$ cat config.mk
export PLATFORM = sky130hd
export DESIGN_NAME = wrt_vec_cell
export DESIGN_NICKNAME = d
export VERILOG_FILES = /design/src/hw/rtl/world_to_radar_transform_assert.svh /design/src/hw/rtl/wrt_pkg.sv /design/src/hw/rtl/wrt_vec_cell.sv
export SDC_FILE = /design/constraint.sdc
export NUM_CORES = 1
export LEC_CHECK = 0
export BUFFER_PORTS_ARGS = -buffer_cell sky130_fd_sc_hd__buf_2
export CORE_UTILIZATION = 45
export CTS_CLUSTER_DIAMETER = 30
export DETAILED_ROUTE_END_ITERATION = 10
export PLACE_DENSITY_LB_ADDON = 0.15
export SLEW_MARGIN = 25
export SYNTH_ARGS = -nofsm -noshare
export SYNTH_HDL_FRONTEND = slang
export SYNTH_SLANG_ARGS = --single-unit
$ cat constraint.sdc
create_clock -name clk -period 7.9 [get_ports clk]
set_input_delay 0.79 -clock clk [delete_from_list [all_inputs] [get_ports clk]]
set_output_delay 0.79 -clock clk [all_outputs]
set_load 0.02 [all_outputs]
$ cat src/hw/rtl/world_to_radar_transform_assert.svh
// Assertion macros for the world-to-radar transform.
// Expect clk and rst_n in the scope of every use.
`ifndef WORLD_TO_RADAR_TRANSFORM_ASSERT_SVH
`define WORLD_TO_RADAR_TRANSFORM_ASSERT_SVH

// Same-cycle implication, checked out of reset
`define WRT_ASSERT_IMP(lbl, ante, cons, msg) \
  lbl: assert property (@(posedge clk) disable iff (!rst_n) (ante) |-> (cons)) \
    else $error(msg);

// Next-cycle implication, checked out of reset
`define WRT_ASSERT_NXT(lbl, ante, cons, msg) \
  lbl: assert property (@(posedge clk) disable iff (!rst_n) (ante) |=> (cons)) \
    else $error(msg);

`endif

$ cat src/hw/rtl/wrt_pkg.sv
// Shared types and constants of the world-to-radar transform.
// No dependencies; used by the cells and the top level.
`default_nettype none
package wrt_pkg;

  localparam int ATAN_LEN = 24;
  localparam int FRAC = 16;

  localparam logic [31:0] ATAN_TAB [ATAN_LEN] = '{
    32'h20000000, 32'h12E4051E, 32'h09FB385B, 32'h051111D4, 32'h028B0D43, 32'h0145D7E1,
    32'h00A2F61E, 32'h00517C55, 32'h0028BE53, 32'h00145F2F, 32'h000A2F98, 32'h000517CC,
    32'h00028BE6, 32'h000145F3, 32'h0000A2FA, 32'h0000517D, 32'h000028BE, 32'h0000145F,
    32'h00000A30, 32'h00000518, 32'h0000028C, 32'h00000146, 32'h000000A3, 32'h00000051
  };

  localparam logic [31:0] INV_GAIN = 32'h9B74EDA8;

  localparam int CFG_AW = 3;
  localparam logic REG_MAX_RADIUS  = 1'b0;
  localparam logic REG_SCALE_SHIFT = 1'b1;
  localparam logic [8:0] MAX_RADIUS_RESET  = 9'd64;
  localparam logic [3:0] SCALE_SHIFT_RESET = 4'd5;

  localparam logic [31:0] HALF_TURN = 32'h80000000;
  localparam logic signed [31:0] QUARTER_POS = 32'sh40000000;
  localparam logic signed [31:0] QUARTER_NEG = 32'shC0000000;

  typedef struct packed {
    logic               valid;
    logic               zero;
    logic               flip;
    logic [15:0]        heading;
    logic signed [16:0] hd;
  } ctl_t;

endpackage
`default_nettype wire

$ cat src/hw/rtl/wrt_vec_cell.sv
// One vectoring step of the bearing CORDIC: drives y to zero, sums the angle.
// Depends on wrt_pkg.
`default_nettype none
module wrt_vec_cell import wrt_pkg::*; #(
  parameter int STAGE = 0,
  parameter int VW    = 35
) (
  input  wire logic                 clk,
  input  wire logic                 rst_n,
  input  wire logic                 en,
  input  wire ctl_t                 ctl_i,
  input  wire logic signed [VW-1:0] x_i,
  input  wire logic signed [VW-1:0] y_i,
  input  wire logic [31:0]          ang_i,
  output ctl_t                      ctl_o,
  output logic signed [VW-1:0]      x_o,
  output logic signed [VW-1:0]      y_o,
  output logic [31:0]               ang_o
);

  ctl_t                 ctl_r;
  logic signed [VW-1:0] x_r, y_r, x_nxt, y_nxt, xs, ys;
  logic [31:0]          ang_r, ang_nxt;

  always_comb begin
    xs = x_i >>> STAGE;
    ys = y_i >>> STAGE;
    if (!y_i[VW-1]) begin
      x_nxt   = x_i + ys;
      y_nxt   = y_i - xs;
      ang_nxt = ang_i + ATAN_TAB[STAGE];
    end else begin
      x_nxt   = x_i - ys;
      y_nxt   = y_i + xs;
      ang_nxt = ang_i - ATAN_TAB[STAGE];
    end
  end

  always_ff @(posedge clk) begin
    if (!rst_n) begin
      ctl_r <= '0;
    end else if (en) begin
      ctl_r <= ctl_i;
    end
  end

  always_ff @(posedge clk) begin
    if (en) begin
      x_r   <= x_nxt;
      y_r   <= y_nxt;
      ang_r <= ang_nxt;
    end
  end

  assign ctl_o = ctl_r;
  assign x_o   = x_r;
  assign y_o   = y_r;
  assign ang_o = ang_r;

endmodule
`default_nettype wire

==> reports/results.ini <==
[worst_hold_path]
hold_depth=2
hold_path_class=flip-flop to flip-flop
min_from=ctl_o[35]$_SDFFE_PN0P_
whs_endpoint=ctl_o[35]$_SDFFE_PN0P_

[cts]
clockRootBuffer=clkbuf_16
cts_resized=0
clock_latency_ns=0.43
cts_htree_levels=4
cts-buffers-inserted=17
postCtsSetupRepairBufs=0
cts_tree=done
path_clk_slew_ns=0.06
tritoncts_num_sinks=137
hold_buffers=0
ctsLongestPathBuffers=2

[layout]
drive_above_1_share=0.236
area_growth_pct=20.5
fin_nets=1630
fin_area_mm2=0.0126

[sta]
rsz0062_at_grt=false
worst_clock_skew_ns=0
layout_worst_path_cycle_share=0.465
final_max_slew_viol_count=0
finalSetupViolations=0
relSlewSlack=0.366
tightest_slew_ns=0.952
tns_ns=0
period_minus_slack_ns=3.68
hold_viol=0
fmax_ghz=0.272

[worst_setup_path]
r2r-start=ctl_o[21]$_SDFFE_PN0P_
worstPathRequired_ns=8.05
critical_path_class=primary input to flip-flop
arrival_ns=3.83
r2r_cells=2
cp-start-kind=primary input
r2r_end=ctl_o[21]$_SDFFE_PN0P_
cp-end-kind=flip-flop
r2r_setup_slack_ns=7.29
cp_max_fo=12

[placed_design]
routabilityCongestion=0.960
dp_hpwl_um=24300
postPlaceCellArea_mm2=0.0120
io_buffers=278

[power_and_ir_drop]
vdd_drop_max_mv=0.0922
pwr-share-seq=0.363
switching_power_mw=0.896
p_per_area_mw_per_mm2=199
pwr-share-clk=0.322
swShare=0.358
comb_power_share=0.315
power_leakage_nw=5.78
p_int_mw=1.61

[global_routing]
grt_overflow=0
grt_antenna_before_repair=3
track_usage=0.259
grt_max_degree=92
grt_pass1_vias=8895
grt_pass1_wl_um=47800

[synthesis]
ys_top_cells_by_area=edfxtp_1, ha_1, dfxtp_1, a21oi_1, mux2i_1
synth_common_cells=a21oi_1, inv_1, ha_1, edfxtp_1, o21ai_0
async_flop_share=0
avgSynthCellArea_um2=9.18
synth_cell_types=69
yosysMostFrequentCell=a21oi_1
yosysSeqAreaShare=0.359
synth_top_area_share=0.290
synth_top_cell_by_area=edfxtp_1
syn_area_mm2=0.0105
synthCells=1139
ys.flop_type=edfxtp_1
synth_seq_cells=137
synth_edf_count=101
yosys_warnings=0
synth_fp_nets=1386

[job]
max_cap_violations=0

[die]
die_h_um=154
coreArea_mm2=0.0227
row_count=55
io_pins=279
dieArea_mm2=0.0238
start_util=0.460
dieWidth_um=154

[route]
drc=0
ant_nets=0
wl_um=31200
vias=9499
firstDrtPassIters=5
drtIter0Drc=893
viasPerCell=5.64
post_drt_wl_per_cell_um=18.5

[run_status]
status=complete, no violations

area by class of cell:
class / count / area (µm²)
clock buffers: 17 / 425
flip-flops and latches: 137 / 3750
fillers: 2160 / 10100
diodes: 2 / 5.00
clock inverters: 15 / 158
well taps: 285 / 357
multi-input cells: 837 / 6040
repair buffers: 282 / 1450
inverters: 108 / 405
worst max path at each step:
stage                  from                 to  slack [ns]
finish              x_i[16]  x_o[33]$_DFFE_PP_        4.22
global route        x_i[16]  x_o[33]$_DFFE_PP_        3.97
floorplan            x_i[4]  y_o[32]$_DFFE_PP_        4.76
detailed placement  x_i[19]  x_o[32]$_DFFE_PP_        3.91
global placement    x_i[16]  x_o[33]$_DFFE_PP_        3.86
CTS                 x_i[16]  x_o[33]$_DFFE_PP_        4.34
critical path: stages:
cell      delay [ns]
buf_2           0.10
inv_1           0.04
ha_1            0.55
clkinv_1        0.34
a21oi_1         0.34
o31ai_1         0.16
a21oi_1         0.17
nand2_2         0.16
a41o_1          0.36
a31o_1          0.28
a221oi_1        0.38
xor2_1          0.14
cell families after synthesis:
group,synth area share
buf+inv,0.0631
mux,0.0479
xor+xnor,0.0553
fa+ha+maj,0.130
simple gates,0.120
flops,0.359
compound gates,0.225
power by group through the flow:
stage	logic [mW]	clock network, mW	registers, mW
final	0.790	0.808	0.909
after floorplan	0.404	0	1.04
after detailed placement	0.778	0	0.926
after CTS	0.783	0.826	0.911
after global placement	0.780	0	0.924
after global routing	0.852	0.852	0.918
routing by layer:
layer,track usage,up-vias,routed length (µm)
li1,-,4577,-
met1,0.331,4420,13500
met2,0.417,426,14300
met3,0.0485,74,2100
met4,0.132,2,1210
met5,0,-,17
layout by cell type, fill, tap and decap left out, types with 16 or more instances in the layout:
cell,netlist,layout
buf_2,14,277
a21oi_1,132,132
inv_1,103,103
ha_1,102,102
edfxtp_1,101,101
o21ai_0,67,67
nor2_1,61,61
xnor2_1,57,57
mux2i_1,50,50
nor2b_1,49,49
nand2_1,45,45
dfxtp_1,36,36
o21bai_1,29,29
a21o_1,25,25
nand4_1,19,19
nor3_1,18,18
clkbuf_16,0,17
o31ai_1,16,16
a211oi_1,16,16
state kept, by name, indices dropped and copies added (netlist names):
name	cells
x_o	35
y_o	34
ang_o	32
ctl_o	36
through the flow:
stage                      util  hold slack, ns  power (mW)  cells  worst slack (ns)
after floorplan               -           0.590        1.44   1139              4.76
after global placement    0.527           0.490        1.70   1648              3.86
after detailed placement  0.527           0.497        1.70   1648              3.91
after CTS                 0.553           0.514        2.52   1680              4.34
after global routing      0.555           0.510        2.62   1683              3.97
final                     0.555           0.510        2.51   1683              4.22
(Power assumes the default switching activity.)
