==> src/hw/rtl/world_to_radar_transform_assert.svh <==
// Assertion macros for the world-to-radar transform.
// Expect clk and rst_n in the scope of every use.
`ifndef WORLD_TO_RADAR_TRANSFORM_ASSERT_SVH
`define WORLD_TO_RADAR_TRANSFORM_ASSERT_SVH

// Same-cycle implication, checked out of reset
`define WRT_ASSERT_IMP(lbl, ante, cons, msg) \
  lbl: assert property (@(posedge clk) disable iff (!rst_n) (ante) |-> (cons)) \
    else $error(msg);

// Next-cycle implication, checked out of reset
`define WRT_ASSERT_NXT(lbl, ante, cons, msg) \
  lbl: assert property (@(posedge clk) disable iff (!rst_n) (ante) |=> (cons)) \
    else $error(msg);

`endif

==> src/hw/rtl/wrt_pkg.sv <==
// Shared types and constants of the world-to-radar transform.
// No dependencies; used by the cells and the top level.
`default_nettype none
package wrt_pkg;

  localparam int ATAN_LEN = 24;
  localparam int FRAC = 16;

  localparam logic [31:0] ATAN_TAB [ATAN_LEN] = '{
    32'h20000000, 32'h12E4051E, 32'h09FB385B, 32'h051111D4, 32'h028B0D43, 32'h0145D7E1,
    32'h00A2F61E, 32'h00517C55, 32'h0028BE53, 32'h00145F2F, 32'h000A2F98, 32'h000517CC,
    32'h00028BE6, 32'h000145F3, 32'h0000A2FA, 32'h0000517D, 32'h000028BE, 32'h0000145F,
    32'h00000A30, 32'h00000518, 32'h0000028C, 32'h00000146, 32'h000000A3, 32'h00000051
  };

  localparam logic [31:0] INV_GAIN = 32'h9B74EDA8;

  localparam int CFG_AW = 3;
  localparam logic REG_MAX_RADIUS  = 1'b0;
  localparam logic REG_SCALE_SHIFT = 1'b1;
  localparam logic [8:0] MAX_RADIUS_RESET  = 9'd64;
  localparam logic [3:0] SCALE_SHIFT_RESET = 4'd5;

  localparam logic [31:0] HALF_TURN = 32'h80000000;
  localparam logic signed [31:0] QUARTER_POS = 32'sh40000000;
  localparam logic signed [31:0] QUARTER_NEG = 32'shC0000000;

  typedef struct packed {
    logic               valid;
    logic               zero;
    logic               flip;
    logic [15:0]        heading;
    logic signed [16:0] hd;
  } ctl_t;

endpackage
`default_nettype wire

==> src/hw/rtl/wrt_rot_cell.sv <==
// One rotation step of the radar CORDIC: turns the radius, drives the angle to zero.
// Depends on wrt_pkg.
`default_nettype none
module wrt_rot_cell import wrt_pkg::*; #(
  parameter int STAGE = 0,
  parameter int RW    = 27
) (
  input  wire logic                 clk,
  input  wire logic                 rst_n,
  input  wire logic                 en,
  input  wire ctl_t                 ctl_i,
  input  wire logic signed [RW-1:0] x_i,
  input  wire logic signed [RW-1:0] y_i,
  input  wire logic [31:0]          ang_i,
  output ctl_t                      ctl_o,
  output logic signed [RW-1:0]      x_o,
  output logic signed [RW-1:0]      y_o,
  output logic [31:0]               ang_o
);

  ctl_t                 ctl_r;
  logic signed [RW-1:0] x_r, y_r, x_nxt, y_nxt, xs, ys;
  logic [31:0]          ang_r, ang_nxt;

  always_comb begin
    xs = x_i >>> STAGE;
    ys = y_i >>> STAGE;
    if (!ang_i[31]) begin
      x_nxt   = x_i - ys;
      y_nxt   = y_i + xs;
      ang_nxt = ang_i - ATAN_TAB[STAGE];
    end else begin
      x_nxt   = x_i + ys;
      y_nxt   = y_i - xs;
      ang_nxt = ang_i + ATAN_TAB[STAGE];
    end
  end

  always_ff @(posedge clk) begin
    if (!rst_n) begin
      ctl_r <= '0;
    end else if (en) begin
      ctl_r <= ctl_i;
    end
  end

  always_ff @(posedge clk) begin
    if (en) begin
      x_r   <= x_nxt;
      y_r   <= y_nxt;
      ang_r <= ang_nxt;
    end
  end

  assign ctl_o = ctl_r;
  assign x_o   = x_r;
  assign y_o   = y_r;
  assign ang_o = ang_r;

endmodule
`default_nettype wire

==> config.mk <==
export PLATFORM = sky130hd
export DESIGN_NAME = wrt_rot_cell
export DESIGN_NICKNAME = d
export VERILOG_FILES = /design/src/hw/rtl/world_to_radar_transform_assert.svh /design/src/hw/rtl/wrt_pkg.sv /design/src/hw/rtl/wrt_rot_cell.sv
export SDC_FILE = /design/constraint.sdc
export NUM_CORES = 1
export LEC_CHECK = 0
export BUFFER_PORTS_ARGS = -buffer_cell sky130_fd_sc_hd__buf_2
export CORE_MARGIN = 2
export CORE_UTILIZATION = 48
export CTS_CLUSTER_DIAMETER = 120
export CTS_CLUSTER_SIZE = 25
export DETAILED_ROUTE_END_ITERATION = 16
export MAX_ROUTING_LAYER = met4
export PLACE_DENSITY = 0.74
export REMOVE_ABC_BUFFERS = 1
export SETUP_SLACK_MARGIN = 0.5
export SYNTH_ARGS = -nofsm -noshare
export SYNTH_HDL_FRONTEND = slang
export SYNTH_SLANG_ARGS = --single-unit
export TNS_END_PERCENT = 100
==> constraint.sdc <==
create_clock -name clk -period 2.12 [get_ports clk]
set_input_delay 0.106 -clock clk [delete_from_list [all_inputs] [get_ports clk]]
set_output_delay 0.106 -clock clk [all_outputs]
set_load 0.05 [all_outputs]
==> metrics.csv <==
metric,value,unit
number of synthesized register bits,121,
CTS Buffer Depth,2,
sequential area share after synthesis,37.7,%
min-delay src,ctl_i[3],
Area Growth Syn to Fin,67.2,%
synthesized cell area,8690,um2
Worst setup EP type,flip-flop,
Die W,139,um
largest area contributor in the netlist,edfxtp_1,
min Tclk post-route,2.31,ns
vias in the first global route,9284,
CTS tree,built,
wire per inst,21.9,um
vias per inst,5.81,
# DRC,0,
Post-synth EDFFs,85,
Hold WC Path Type,input port to flip-flop,
die area,19200,um2
ANT nets after route,0,
Tot GR Track Use,33.7,%
initial antenna violation count,2,
RSZ-0062 raised after global routing,yes,
number of max-cap violations,0,
Crit Path Category,input port to flip-flop,
"top cells by area, synth","edfxtp_1 29%, ha_1 12%, dfxtp_1 8.3%, mux2i_1 5.2%, xnor2_1 4.7%",
failing checks,setup timing,
worst clock skew,0,ns
H-tree depth,4,
Pwr Density,721,nW/um2
Synth async-reset ratio,0,%
largest net degree at the start of global routing,70,
leakage,6.73,nW
top cell type's share of synthesized area,29.4,%
storage element area,3270,um2
vias after detailed routing,9727,
clock latency on the worst-skew pair,0.43,ns
# nets final,1646,
PortBufs,246,
Post-Synthesis Cells,882,
final-report max-slew violation count,0,
area of the multi-input gates,5810,um2
post-route cell area,14500,um2
worst setup margin,-0.193,ns
"non-filler cells, final",1675,
fin util,81.5,%
Final Power,10.5,mW
Worst-path clk slew,0.07,ns
Ys Warns,0,
Initial Util,48.7,%
VDD IR-drop max,0.910,mV
initial DRC count,952,
placed cell area,11500,um2
final setup fails,21,
first-pass GRT wire length,49.6,mm
Crit. Startpoint,x_i[2],
fmax,0.432,GHz
status,finished with violations,
cell count after placement,1523,
clock root cell,clkbuf_16,
worst-path maximum fanout,4,
WP data arrival,2.49,ns
WHS,0.0166,ns
average size of a mapped cell,9.85,um2
total routed wirelength,36.6,mm
DRT Pass-1 Iters,8,
top_reg_cell synth,edfxtp_1,
period utilisation layout,109,%
I/O Pins,247,
Slew @ Worst Pin,0.655,ns
Core Area,17800,um2
WP data required,2.29,ns
Final Hold Fails,0,
TritonCTS buffer count,17,
CTS sink cnt,121,
max_slew headroom,56.3,%
Synth cell types,85,
launching point of the worst reg2reg path,ctl_o[19],
layout cells sized above 1,51.0,%
post-DP HPWL,20.0,mm
Worst setup SP type,input port,
# rows,49,
# fillers,953,
Overflow after GRT,0,
Die H,139,um
GP Congestion,0.974,
==> stage by stage <==
step                setup TNS (ns)  worst slack (ns)
finish                       -2.43            -0.193
floorplan                    -3.70            -0.389
global route                 -3.31            -0.243
CTS                        -0.0567           -0.0289
detailed placement          -17.24            -0.794
global placement            -15.82            -0.755
==> placed cells by master (no fill, tap or decap), drive strengths merged, types with 3 or more instances in the layout <==
cell | netlist | final
o211ai | 3 | 3
edfxtp | 85 | 85
o21ai | 46 | 46
a211oi | 11 | 11
nand2b | 4 | 4
ha | 86 | 86
dlygate4sd3 | 0 | 66
a211o | 4 | 4
o31ai | 5 | 5
nor2b | 46 | 46
o21bai | 12 | 12
nor3 | 20 | 20
o221ai | 3 | 3
o21a | 5 | 5
a21o | 22 | 22
xnor2 | 47 | 47
buf | 20 | 508
fa | 4 | 4
a31oi | 6 | 6
or3 | 3 | 3
inv | 90 | 100
a2111oi | 4 | 4
dfxtp | 36 | 36
nor2 | 55 | 55
clkbuf | 24 | 19
nand4 | 8 | 8
nand2 | 45 | 45
o22ai | 5 | 5
nand3 | 10 | 10
mux2i | 45 | 45
a221o | 3 | 3
a21oi | 85 | 85
nor4 | 3 | 3
==> kinds of logic (layout without fill, tap and decap cells) <==
logic type                 after synthesis  after routing  synth area share (%)
adders and majority gates               90             90                  13.3
AOI/OAI and AO/OA                      239            239                  19.2
DFF                                    121            121                  37.7
and+or+nand+nor                        203            203                  12.2
xor gates and xnor gates                49             49                  4.94
muxes                                   45             45                  5.18
other                                    0              2                     0
buffers and inverters                  135            697                  7.60
==> registers in the layout, indices dropped and copies added, names as in the netlist <==
| name | count |
|---|---|
| ang_o | 32 |
| ctl_o | 36 |
| x_o | 27 |
| y_o | 26 |
==> final cells by class <==
type	instances	share of cell area, %
clock buffers	19	3.27
flip-flops and latches	121	22.5
repair buffers	574	28.7
inverters	91	2.58
clock inverters	13	0.964
multi-input cells	626	40.0
well taps	229	1.97
diodes	2	0.0344
==> critical path, cell delays in order <==
cell and delay, ns:
buf_8 0.10, inv_4 0.06, ha_4 0.21, buf_6 0.13
buf_6 0.12, o21a_1 0.17, o31a_1 0.15, buf_4 0.16
buf_6 0.14, nand2_4 0.07, buf_4 0.12, nand2_1 0.06
a21oi_1 0.26, mux2i_2 0.14, xnor2_1 0.47
==> synthesized netlist by cell type, types with 6 or more instances <==
master,number
a21o_1,22
dfxtp_1,36
o21bai_1,12
nor3_1,15
o21ai_1,9
buf_2,6
inv_2,8
buf_6,7
a21oi_1,81
nand2_1,45
clkbuf_1,17
nor2_1,54
xnor2_1,47
mux2i_1,45
o21ai_0,36
nor2b_1,45
ha_1,86
a211oi_1,7
nand3_1,10
nand4_1,7
clkbuf_8,7
edfxtp_1,85
inv_1,81
==> path summary, 6_finish.rpt <==
path | to | cells after the start | slack, ns
worst max-delay path | y_o[13] | 15 | -0.19
worst min register to register | ctl_o[21] | 2 | 0.52
worst max register to register | ctl_o[19] | 2 | 1.43
worst min-delay path | ctl_o[3] | 3 | 0.02
==> routing by layer <==
metal | wire (um) | vias up | part of all wire (%) | GRT usage (%)
met5 | 0 | - | 0 | -
met4 | 2820 | 0 | 7.7 | 17.7
met3 | 3480 | 247 | 9.5 | 6.32
met2 | 17600 | 707 | 48 | 57.9
met1 | 12800 | 4557 | 35 | 37.3
li1 | - | 4216 | - | -
==> power breakdown <==
| group | leakage, nW | internal (mW) | switching [mW] | total [mW] |
|---|---|---|---|---|
| registers | 1.13 | 2.87 | 0.116 | 2.99 |
| logic | 5.30 | 1.68 | 2.71 | 4.38 |
| clock network | 0.307 | 1.81 | 1.29 | 3.10 |
==> what timing repair did <==
action	4_1_cts	5_1_grt
endpoints found under the setup margin	43	44
hold buffers	66	0
gates resized for setup	174	122
buffers inserted	28	24
endpoints found under the hold margin	71	0
gates cloned	0	0
pin swaps	108	92
Note: power is estimated with default switching activity, not from simulation.
